$ cat config.mk
export PLATFORM = sky130hd
export DESIGN_NAME = crossing_record_bit_packer_core
export DESIGN_NICKNAME = d
export VERILOG_FILES = /design/src/rtl/core/crbp_pkg.sv /design/src/rtl/core/crbp_in_stage.sv /design/src/rtl/core/crbp_packer.sv /design/src/rtl/core/crbp_out_buf.sv /design/src/rtl/core/crossing_record_bit_packer_core.sv
export SDC_FILE = /design/constraint.sdc
export NUM_CORES = 1
export LEC_CHECK = 0
export ABC_AREA = 1
export CAP_MARGIN = 20
export CORE_ASPECT_RATIO = 0.8
export CORE_MARGIN = 4
export CORE_UTILIZATION = 30
export DETAILED_ROUTE_END_ITERATION = 12
export DONT_BUFFER_PORTS = 1
export PLACE_DENSITY = 0.55
export SLEW_MARGIN = 20
export SYNTH_ARGS = -nofsm -noshare
export SYNTH_HDL_FRONTEND = slang
export SYNTH_SLANG_ARGS = --single-unit
$ cat constraint.sdc
create_clock -name aclk -period 18 [get_ports aclk]
set_input_delay 3.6 -clock aclk [delete_from_list [all_inputs] [get_ports aclk]]
set_output_delay 3.6 -clock aclk [all_outputs]
set_load 0.01 [all_outputs]
$ cat src/rtl/core/crbp_pkg.sv
// Shared types, constants and helper functions of the crossing record bit packer.
package crbp_pkg;

    localparam int WORD_BITS = 32;
    localparam int CNT_W     = 11;
    localparam int IDX_W     = 11;
    localparam int PCNT_W    = $clog2(WORD_BITS);
    localparam int LEN_W     = $clog2(CNT_W + 2);
    localparam int REG_IDX_W = 1;
    localparam int CNT_LIMIT = (1 << CNT_W) - 1;

    typedef logic [REG_IDX_W-1:0] reg_idx_t;

    localparam reg_idx_t REG_CROSSING_COUNT = reg_idx_t'(0);
    localparam reg_idx_t REG_SIGNED_MODE    = reg_idx_t'(1);

    typedef struct packed {
        logic             crossing_sign;
        logic             head_flag_0;
        logic [IDX_W-1:0] edge_index_0;
        logic             head_flag_1;
        logic [IDX_W-1:0] edge_index_1;
        logic             head_flag_2;
        logic [IDX_W-1:0] edge_index_2;
        logic             head_flag_3;
        logic [IDX_W-1:0] edge_index_3;
    } crbp_in_t;

    typedef struct packed {
        logic [WORD_BITS-1:0] packed_word;
        logic                 last_word;
    } crbp_out_t;

    // Number of significant bits of v.
    function automatic logic [LEN_W-1:0] bit_len(input logic [CNT_W-1:0] v);
        logic [LEN_W-1:0] len;
        len = '0;
        for (int i = 0; i < CNT_W; i++) begin
            if (v[i]) begin
                len = LEN_W'(i + 1);
            end
        end
        return len;
    endfunction

endpackage

$ cat src/rtl/core/crbp_in_stage.sv
// Input register stage holding one crossing word ahead of the packer.
module crbp_in_stage
    import crbp_pkg::*;
(
    input  logic     aclk,
    input  logic     aresetn,
    input  logic     s_valid,
    output logic     s_ready,
    input  crbp_in_t s_data,
    input  logic     take,
    output logic     item_valid,
    output crbp_in_t item
);

    logic     valid_reg;
    logic     valid_next;
    crbp_in_t data_reg;
    logic     accept;

    assign s_ready    = !valid_reg || take;
    assign accept     = s_valid && s_ready;
    assign item_valid = valid_reg;
    assign item       = data_reg;

    always_comb begin
        valid_next = valid_reg;
        if (accept) begin
            valid_next = 1'b1;
        end else if (take) begin
            valid_next = 1'b0;
        end
    end

    always_ff @(posedge aclk) begin
        if (!aresetn) begin
            valid_reg <= 1'b0;
        end else begin
            valid_reg <= valid_next;
        end
    end

    always_ff @(posedge aclk) begin
        if (accept) begin
            data_reg <= s_data;
        end
    end

endmodule

$ cat src/rtl/core/crbp_packer.sv
// Configuration registers, stream state and single-pass record packing.
module crbp_packer
    import crbp_pkg::*;
#(
    parameter int MAX_CROSSINGS = 1024,
    parameter int RES_MAX       = 4
) (
    input  logic                         aclk,
    input  logic                         aresetn,
    input  logic                         cfg_wr_en,
    input  reg_idx_t                     cfg_index,
    input  logic [CNT_W-1:0]             cfg_wdata,
    input  crbp_in_t                     item,
    input  logic                         go,
    output logic [$clog2(RES_MAX+1)-1:0] res_cnt,
    output crbp_out_t                    res [RES_MAX]
);

    localparam int NMAX     = (MAX_CROSSINGS < CNT_LIMIT) ? MAX_CROSSINGS : CNT_LIMIT;
    localparam int WMAX     = $clog2(2 * NMAX);
    localparam int REC_W    = 1 + 4 * (1 + WMAX);
    localparam int MAX_FULL = (WORD_BITS - 1 + REC_W) / WORD_BITS;
    localparam int CAT_W    = (MAX_FULL + 1) * WORD_BITS;
    localparam int POS_W    = $clog2(REC_W + 1);
    localparam int TOT_W    = $clog2(CAT_W + 1);
    localparam int FULL_W   = $clog2(MAX_FULL + 1);
    localparam int RCNT_W   = $clog2(RES_MAX + 1);
    localparam int IX_W     = $clog2(RES_MAX);

    logic [CNT_W-1:0]     cc_reg;
    logic                 sm_reg;
    logic [WORD_BITS-1:0] pend_reg;
    logic [WORD_BITS-1:0] pend_next;
    logic [PCNT_W-1:0]    pcnt_reg;
    logic [PCNT_W-1:0]    pcnt_next;
    logic [CNT_W-1:0]     done_reg;
    logic [CNT_W-1:0]     done_next;

    logic [CNT_W-1:0]     n_raw;
    logic [CNT_W-1:0]     n_eff;
    logic [LEN_W-1:0]     w;
    logic [LEN_W:0]       step;
    logic [IDX_W-1:0]     imask;
    logic                 flags [4];
    logic [IDX_W-1:0]     idxs [4];
    logic [REC_W-1:0]     rec;
    logic [POS_W-1:0]     pos;
    logic [POS_W-1:0]     rec_len;
    logic [TOT_W-1:0]     total;
    logic [FULL_W-1:0]    full;
    logic [PCNT_W-1:0]    rem;
    logic [CAT_W-1:0]     cat;
    logic [WORD_BITS-1:0] left;
    logic [WORD_BITS-1:0] hdr;
    logic                 ends;
    logic [RCNT_W-1:0]    rcnt;
    logic [RCNT_W-1:0]    rlast;

    assign n_raw = (cc_reg == '0) ? CNT_W'(1) : cc_reg;
    assign n_eff = (n_raw > CNT_W'(NMAX)) ? CNT_W'(NMAX) : n_raw;
    assign w     = bit_len(n_eff - CNT_W'(1)) + LEN_W'(1);
    assign step  = (LEN_W+1)'(w) + (LEN_W+1)'(1);
    assign imask = ~({IDX_W{1'b1}} << w);

    assign flags[0] = item.head_flag_0;
    assign flags[1] = item.head_flag_1;
    assign flags[2] = item.head_flag_2;
    assign flags[3] = item.head_flag_3;
    assign idxs[0]  = item.edge_index_0;
    assign idxs[1]  = item.edge_index_1;
    assign idxs[2]  = item.edge_index_2;
    assign idxs[3]  = item.edge_index_3;

    always_comb begin
        rec    = '0;
        rec[0] = sm_reg & item.crossing_sign;
        pos    = POS_W'(sm_reg);
        for (int k = 0; k < 4; k++) begin
            rec = rec | (REC_W'(flags[k]) << pos);
            rec = rec | (REC_W'(idxs[k] & imask) << (pos + POS_W'(1)));
            pos = pos + POS_W'(step);
        end
        rec_len = pos;
    end

    assign total = TOT_W'(pcnt_reg) + TOT_W'(rec_len);
    assign full  = FULL_W'(total / WORD_BITS);
    assign rem   = PCNT_W'(total % WORD_BITS);
    assign cat   = CAT_W'(pend_reg) | (CAT_W'(rec) << pcnt_reg);
    assign hdr   = sm_reg ? (WORD_BITS'(0) - WORD_BITS'(n_eff)) : WORD_BITS'(n_eff);
    assign ends  = ((CNT_W+1)'(done_reg) + (CNT_W+1)'(1)) >= (CNT_W+1)'(n_eff);

    always_comb begin
        left = '0;
        for (int j = 0; j <= MAX_FULL; j++) begin
            if (full == FULL_W'(j)) begin
                left = cat[j*WORD_BITS +: WORD_BITS];
            end
        end
    end

    always_comb begin
        rcnt = '0;
        for (int i = 0; i < RES_MAX; i++) begin
            res[i] = '0;
        end
        if (done_reg == '0) begin
            res[rcnt[IX_W-1:0]] = '{packed_word: hdr, last_word: 1'b0};
            rcnt = rcnt + RCNT_W'(1);
        end
        for (int j = 0; j < MAX_FULL; j++) begin
            if (FULL_W'(j) < full) begin
                res[rcnt[IX_W-1:0]] = '{packed_word: cat[j*WORD_BITS +: WORD_BITS],
                                        last_word: 1'b0};
                rcnt = rcnt + RCNT_W'(1);
            end
        end
        rlast = rcnt - RCNT_W'(1);
        if (ends && rem != '0) begin
            res[rcnt[IX_W-1:0]] = '{packed_word: left, last_word: 1'b1};
            rcnt = rcnt + RCNT_W'(1);
        end else if (ends && rcnt != '0) begin
            res[rlast[IX_W-1:0]].last_word = 1'b1;
        end
        res_cnt = rcnt;
    end

    always_comb begin
        pend_next = pend_reg;
        pcnt_next = pcnt_reg;
        done_next = done_reg;
        if (go) begin
            if (ends) begin
                pend_next = '0;
                pcnt_next = '0;
                done_next = '0;
            end else begin
                pend_next = left;
                pcnt_next = rem;
                done_next = done_reg + CNT_W'(1);
            end
        end
    end

    always_ff @(posedge aclk) begin
        if (!aresetn) begin
            cc_reg   <= CNT_W'(1);
            sm_reg   <= 1'b0;
            pend_reg <= '0;
            pcnt_reg <= '0;
            done_reg <= '0;
        end else begin
            pend_reg <= pend_next;
            pcnt_reg <= pcnt_next;
            done_reg <= done_next;
            if (cfg_wr_en) begin
                unique case (cfg_index)
                    REG_CROSSING_COUNT: cc_reg <= cfg_wdata;
                    REG_SIGNED_MODE:    sm_reg <= cfg_wdata[0];
                endcase
            end
        end
    end

endmodule

$ cat src/rtl/core/crbp_out_buf.sv
// Result buffer that holds one item's words and hands them out one per cycle while m_ready is high.
module crbp_out_buf
    import crbp_pkg::*;
#(
    parameter int RES_MAX = 4
) (
    input  logic                         aclk,
    input  logic                         aresetn,
    input  logic                         load,
    input  logic [$clog2(RES_MAX+1)-1:0] load_cnt,
    input  crbp_out_t                    load_data [RES_MAX],
    output logic                         can_load,
    output logic                         m_valid,
    input  logic                         m_ready,
    output crbp_out_t                    m_data
);

    localparam int RCNT_W = $clog2(RES_MAX + 1);
    localparam int IX_W   = $clog2(RES_MAX);

    crbp_out_t         words_reg [RES_MAX];
    logic [IX_W-1:0]   head_reg;
    logic [IX_W-1:0]   head_next;
    logic [RCNT_W-1:0] cnt_reg;
    logic [RCNT_W-1:0] cnt_next;
    logic              pop;

    assign m_valid  = cnt_reg != '0;
    assign m_data   = words_reg[head_reg];
    assign pop      = m_valid && m_ready;
    assign can_load = (cnt_reg == '0) || (cnt_reg == RCNT_W'(1) && m_ready);

    always_comb begin
        head_next = head_reg;
        cnt_next  = cnt_reg;
        if (load) begin
            head_next = '0;
            cnt_next  = load_cnt;
        end else if (pop) begin
            head_next = head_reg + IX_W'(1);
            cnt_next  = cnt_reg - RCNT_W'(1);
        end
    end

    always_ff @(posedge aclk) begin
        if (!aresetn) begin
            head_reg <= '0;
            cnt_reg  <= '0;
        end else begin
            head_reg <= head_next;
            cnt_reg  <= cnt_next;
        end
    end

    always_ff @(posedge aclk) begin
        if (load) begin
            for (int i = 0; i < RES_MAX; i++) begin
                words_reg[i] <= load_data[i];
            end
        end
    end

endmodule

$ cat src/rtl/core/crossing_record_bit_packer_core.sv
// Top level of the crossing record bit packer.
//
//  channel  ports                      payload      carries
//  s_       s_valid s_ready s_data     crbp_in_t    one crossing record
//  m_       m_valid m_ready m_data     crbp_out_t   header or stream word
//  cfg_     cfg_wr_en cfg_index        11 bits      crossing_count, signed_mode
//
// An item is registered in the input stage, is packed in one pass into
// the result buffer, and its first word shows on m_ the cycle after packing.
// The result buffer sends one word per cycle while m_ready is high, with up
// to four words per item counting the header and the final word.
// Reset is synchronous and clears configuration to count 1, unsigned.
// A stall on m_ holds the buffer; the input register still takes one word.
module crossing_record_bit_packer_core
    import crbp_pkg::*;
#(
    parameter int MAX_CROSSINGS = 1024
) (
    input  logic             aclk,
    input  logic             aresetn,
    input  logic             cfg_wr_en,
    input  reg_idx_t         cfg_index,
    input  logic [CNT_W-1:0] cfg_wdata,
    input  logic             s_valid,
    output logic             s_ready,
    input  crbp_in_t         s_data,
    output logic             m_valid,
    input  logic             m_ready,
    output crbp_out_t        m_data
);

    localparam int NMAX     = (MAX_CROSSINGS < CNT_LIMIT) ? MAX_CROSSINGS : CNT_LIMIT;
    localparam int WMAX     = $clog2(2 * NMAX);
    localparam int REC_W    = 1 + 4 * (1 + WMAX);
    localparam int MAX_FULL = (WORD_BITS - 1 + REC_W) / WORD_BITS;
    localparam int RES_MAX  = MAX_FULL + 2;
    localparam int RCNT_W   = $clog2(RES_MAX + 1);

    logic              item_valid;
    crbp_in_t          item;
    logic              can_load;
    logic              go;
    logic [RCNT_W-1:0] res_cnt;
    crbp_out_t         res [RES_MAX];

    assign go = item_valid && can_load;

    crbp_in_stage u_in_stage (
        .aclk       (aclk),
        .aresetn    (aresetn),
        .s_valid    (s_valid),
        .s_ready    (s_ready),
        .s_data     (s_data),
        .take       (go),
        .item_valid (item_valid),
        .item       (item)
    );

    crbp_packer #(
        .MAX_CROSSINGS (MAX_CROSSINGS),
        .RES_MAX       (RES_MAX)
    ) u_packer (
        .aclk      (aclk),
        .aresetn   (aresetn),
        .cfg_wr_en (cfg_wr_en),
        .cfg_index (cfg_index),
        .cfg_wdata (cfg_wdata),
        .item      (item),
        .go        (go),
        .res_cnt   (res_cnt),
        .res       (res)
    );

    crbp_out_buf #(
        .RES_MAX (RES_MAX)
    ) u_out_buf (
        .aclk      (aclk),
        .aresetn   (aresetn),
        .load      (go),
        .load_cnt  (res_cnt),
        .load_data (res),
        .can_load  (can_load),
        .m_valid   (m_valid),
        .m_ready   (m_ready),
        .m_data    (m_data)
    );

endmodule

==> run_results.csv <==
group,metric,value,unit
run_status,outcome,"completed",
logic_synthesis,synthArstFlopShare,0,%
placed_design,dp_hpwl,84000,um
cts,cts_resized,0,
worst_setup_path,critPathMostFrequentCell,"nand2_1",
layout,drive_above_1_share,6.60,%
logic_synthesis,synthesis.area,25000,um2
floorplanning,pin_count,101,
floorplanning,start_util,30.3,%
floorplanning,dieArea,88000,um2
worst_setup_path,cp_top_family,"simple AND/OR/NAND/NOR gates",
timing,fin_crit,12.18,ns
cts,cts-htree-levels,1,
detailed_routing,drcViolationCount,0,
timing,post-route-period-util,67.7,%
logic_synthesis,yosysSeqAreaShare,27.2,%
layout,multi_input_area,16000,um2
detailed_routing,drt_wl_total,109000,um
worst_setup_path,critPathKind,"reg2reg",
timing,setup_viol,0,
logic_synthesis,ys_types,61,
placed_design,gp_congestion,1.02,
job,max_cap_violations,0,
floorplanning,rows,94,
layout,final_net_count,4085,
worst_setup_path,slowest_delay,0.91,ns
worst_setup_path,cp-start-kind,"register",
layout,diodes,0,
floorplanning,die_x,331,um
placed_design,port_buffers,0,
logic_synthesis,ys_ff_latch,249,
layout,largest_register_ffs,132,
layout,area_delta_synth_final,7.08,%
global_routing,antenna_found_initial,0,
global_routing,grt_pass1_wl,162000,um
cts,clkSlewWorstSetupHoldPaths,0.07,ns
detailed_routing,ant_nets,0,
cts,cts_root_buf,"clkbuf_16",
worst_setup_path,cp.required,18.35,ns
global_routing,grt_use_total,24.1,%
cts,worstSkewPairLatency,0.60,ns
worst_setup_path,arrival,12.53,ns
logic_synthesis,ys.flop_type,"edfxtp_1",
layout,fill_cells,9137,
detailed_routing,dr_total_vias,28154,
cts,cts_buffer_depth,3,
floorplanning,die_height,266,um
cts,cts_buffers,30,
cts,cts_sinks,249,
cts,tritoncts,"built",
worst_setup_path,cp-end-kind,"register",
timing,fmax,0.0821,GHz
worst_setup_path,path_max_fanout,40,
timing,worstMarginPinSlew,1.05,ns
timing,maxSlewHeadroom,30.2,%
logic_synthesis,syn_nets,4248,
timing,finalSetupTns,0,ns
worst_setup_path,path_buf_inv,11,
logic_synthesis,synth_edf_count,181,
logic_synthesis,netlist_instances,4125,
cts,holdBufCountCts,0,
global_routing,grt-ovfl-total,0,
floorplanning,core_area,82400,um2
timing,slew_violations,0,
layout,register_area,6800,um2
logic_synthesis,yosysWarnings,0,
detailed_routing,vias_per_cell,5.53,
cts,postCtsSetupRepairBufs,0,
worst_setup_path,slowest_stage,"clkinv_1",
timing,clock_skew,0.0155,ns
timing,rsz0062_at_grt,"false",
detailed_routing,first_pass_iters,6,
detailed_routing,wire_per_inst,21.5,um
global_routing,grt_max_degree,79,
min_path,hold_class,"reg2reg",
detailed_routing,drt_iter0_drc,3778,
logic_synthesis,avgSynthCellArea,6.06,um2
global_routing,first_global_vias,25210,
timing,hold_viol,0,
==> cells in the mapped netlist (3+ instances only) <==
library cell / n / area [um2]
a21oi_1: 66 / 330
and2_1: 4 / 25.0
buf_1: 36 / 135
buf_2: 61 / 305
buf_4: 7 / 52.6
buf_6: 12 / 135
clkbuf_1: 120 / 450
clkinv_1: 6 / 22.5
dfxtp_1: 68 / 1360
edfxtp_1: 181 / 5440
ha_1: 55 / 688
inv_1: 263 / 987
inv_2: 32 / 120
mux2i_1: 3 / 30.0
nand2_1: 1295 / 4860
nand2_2: 27 / 169
nand2_4: 19 / 214
nand3_1: 935 / 4680
nand3_2: 33 / 330
nand3_4: 5 / 87.6
nand3b_1: 9 / 67.6
nand4_1: 93 / 582
nor2_1: 413 / 1550
nor2_2: 10 / 62.6
nor2_4: 4 / 45.0
nor3_1: 25 / 125
nor3_2: 4 / 40.0
nor4_1: 7 / 43.8
o211ai_1: 5 / 37.5
o21ai_0: 148 / 741
o21ai_1: 71 / 355
o21ai_2: 6 / 52.6
o21bai_1: 8 / 60.1
o22ai_1: 40 / 250
or2_2: 3 / 18.8
xnor2_1: 3 / 26.3
xor2_1: 18 / 158
==> layer usage <==
| metal | part of all wire (%) | global-route usage [%] |
|---|---|---|
| met1 | 46 | 35.4 |
| met2 | 40 | 34.2 |
| met3 | 12 | 7.77 |
| met4 | 2.2 | 4.97 |
| met5 | 0 | 0 |
==> cell type report <==
class	count	area share, %
multi-input combinational	3339	59.9
sequential	249	25.4
inverter	301	4.23
clock inverter	16	0.939
tap	1104	5.16
timing repair buffer	41	1.15
clock buffer	40	3.21
==> path summary, 6_finish.rpt <==
path                                           to                          startpoint  cells after the start  slack [ns]
min            u_packer.pend_reg[31]$_SDFFE_PN0P_  u_packer.pend_reg[31]$_SDFFE_PN0P_                      2        0.45
min reg2reg    u_packer.pend_reg[31]$_SDFFE_PN0P_  u_packer.pend_reg[31]$_SDFFE_PN0P_                      2        0.45
max          u_out_buf.words_reg[1][24]$_DFFE_PP_     u_packer.cc_reg[2]$_SDFFE_PN0P_                     51        5.82
max reg2reg  u_out_buf.words_reg[1][24]$_DFFE_PP_     u_packer.cc_reg[2]$_SDFFE_PN0P_                     51        5.82
==> cell usage in the layout, fill, tap and decap left out, types with 31 or more instances in the layout <==
cell / Yosys / routed
inv_2: 32 / 37
inv_1: 263 / 258
o21ai_1: 71 / 71
nand2_1: 1295 / 1295
ha_1: 55 / 55
a21oi_1: 66 / 65
nand3_2: 33 / 33
nand4_1: 93 / 93
clkbuf_16: 0 / 31
nand3_1: 935 / 935
edfxtp_1: 181 / 181
dfxtp_1: 68 / 62
o22ai_1: 40 / 40
nor2_1: 413 / 409
o21ai_0: 148 / 148
buf_4: 7 / 41
==> worst reg2reg max path: cells and delay by family, from the launching register on <==
kind | cells | cell delay [ns]
buffers and inverters | 11 | 3.09
adders and majority gates | 8 | 2.75
and+or+nand+nor | 26 | 4.22
DFF | 1 | 0.38
xor gates and xnor gates | 2 | 0.39
AOI/OAI and AO/OA | 4 | 1.12
==> through the flow <==
step | instance area, um2 | hold slack (ns) | setup WS, ns | cells | util [%]
after global placement | 25700 | 0.433 | 6.30 | 5034 | 31.1
final | 26800 | 0.455 | 5.82 | 5090 | 32.5
after detailed placement | 25700 | 0.441 | 6.03 | 5034 | 31.1
after global routing | 26800 | 0.473 | 4.71 | 5090 | 32.5
after floorplan | 25000 | 0.420 | 9.02 | 4125 | -
after CTS | 26800 | 0.453 | 5.97 | 5090 | 32.5
==> cell families (layout without fill, tap and decap cells) <==
logic type,Yosys count,in the layout,share of synthesized area (%)
AND/OR/NAND/NOR,2893,2893,52.1
flip-flops,249,249,27.2
multiplexers,3,3,0.120
adder cells (fa/ha/maj),57,57,2.91
XOR/XNOR,22,22,0.801
AO/OA/AOI/OAI,364,364,8.06
buffers and inverters,537,398,8.83
Power is left out: the tool's default activity adds up to more than one toggle a clock period on the data nets, which glitch-free logic cannot reach.
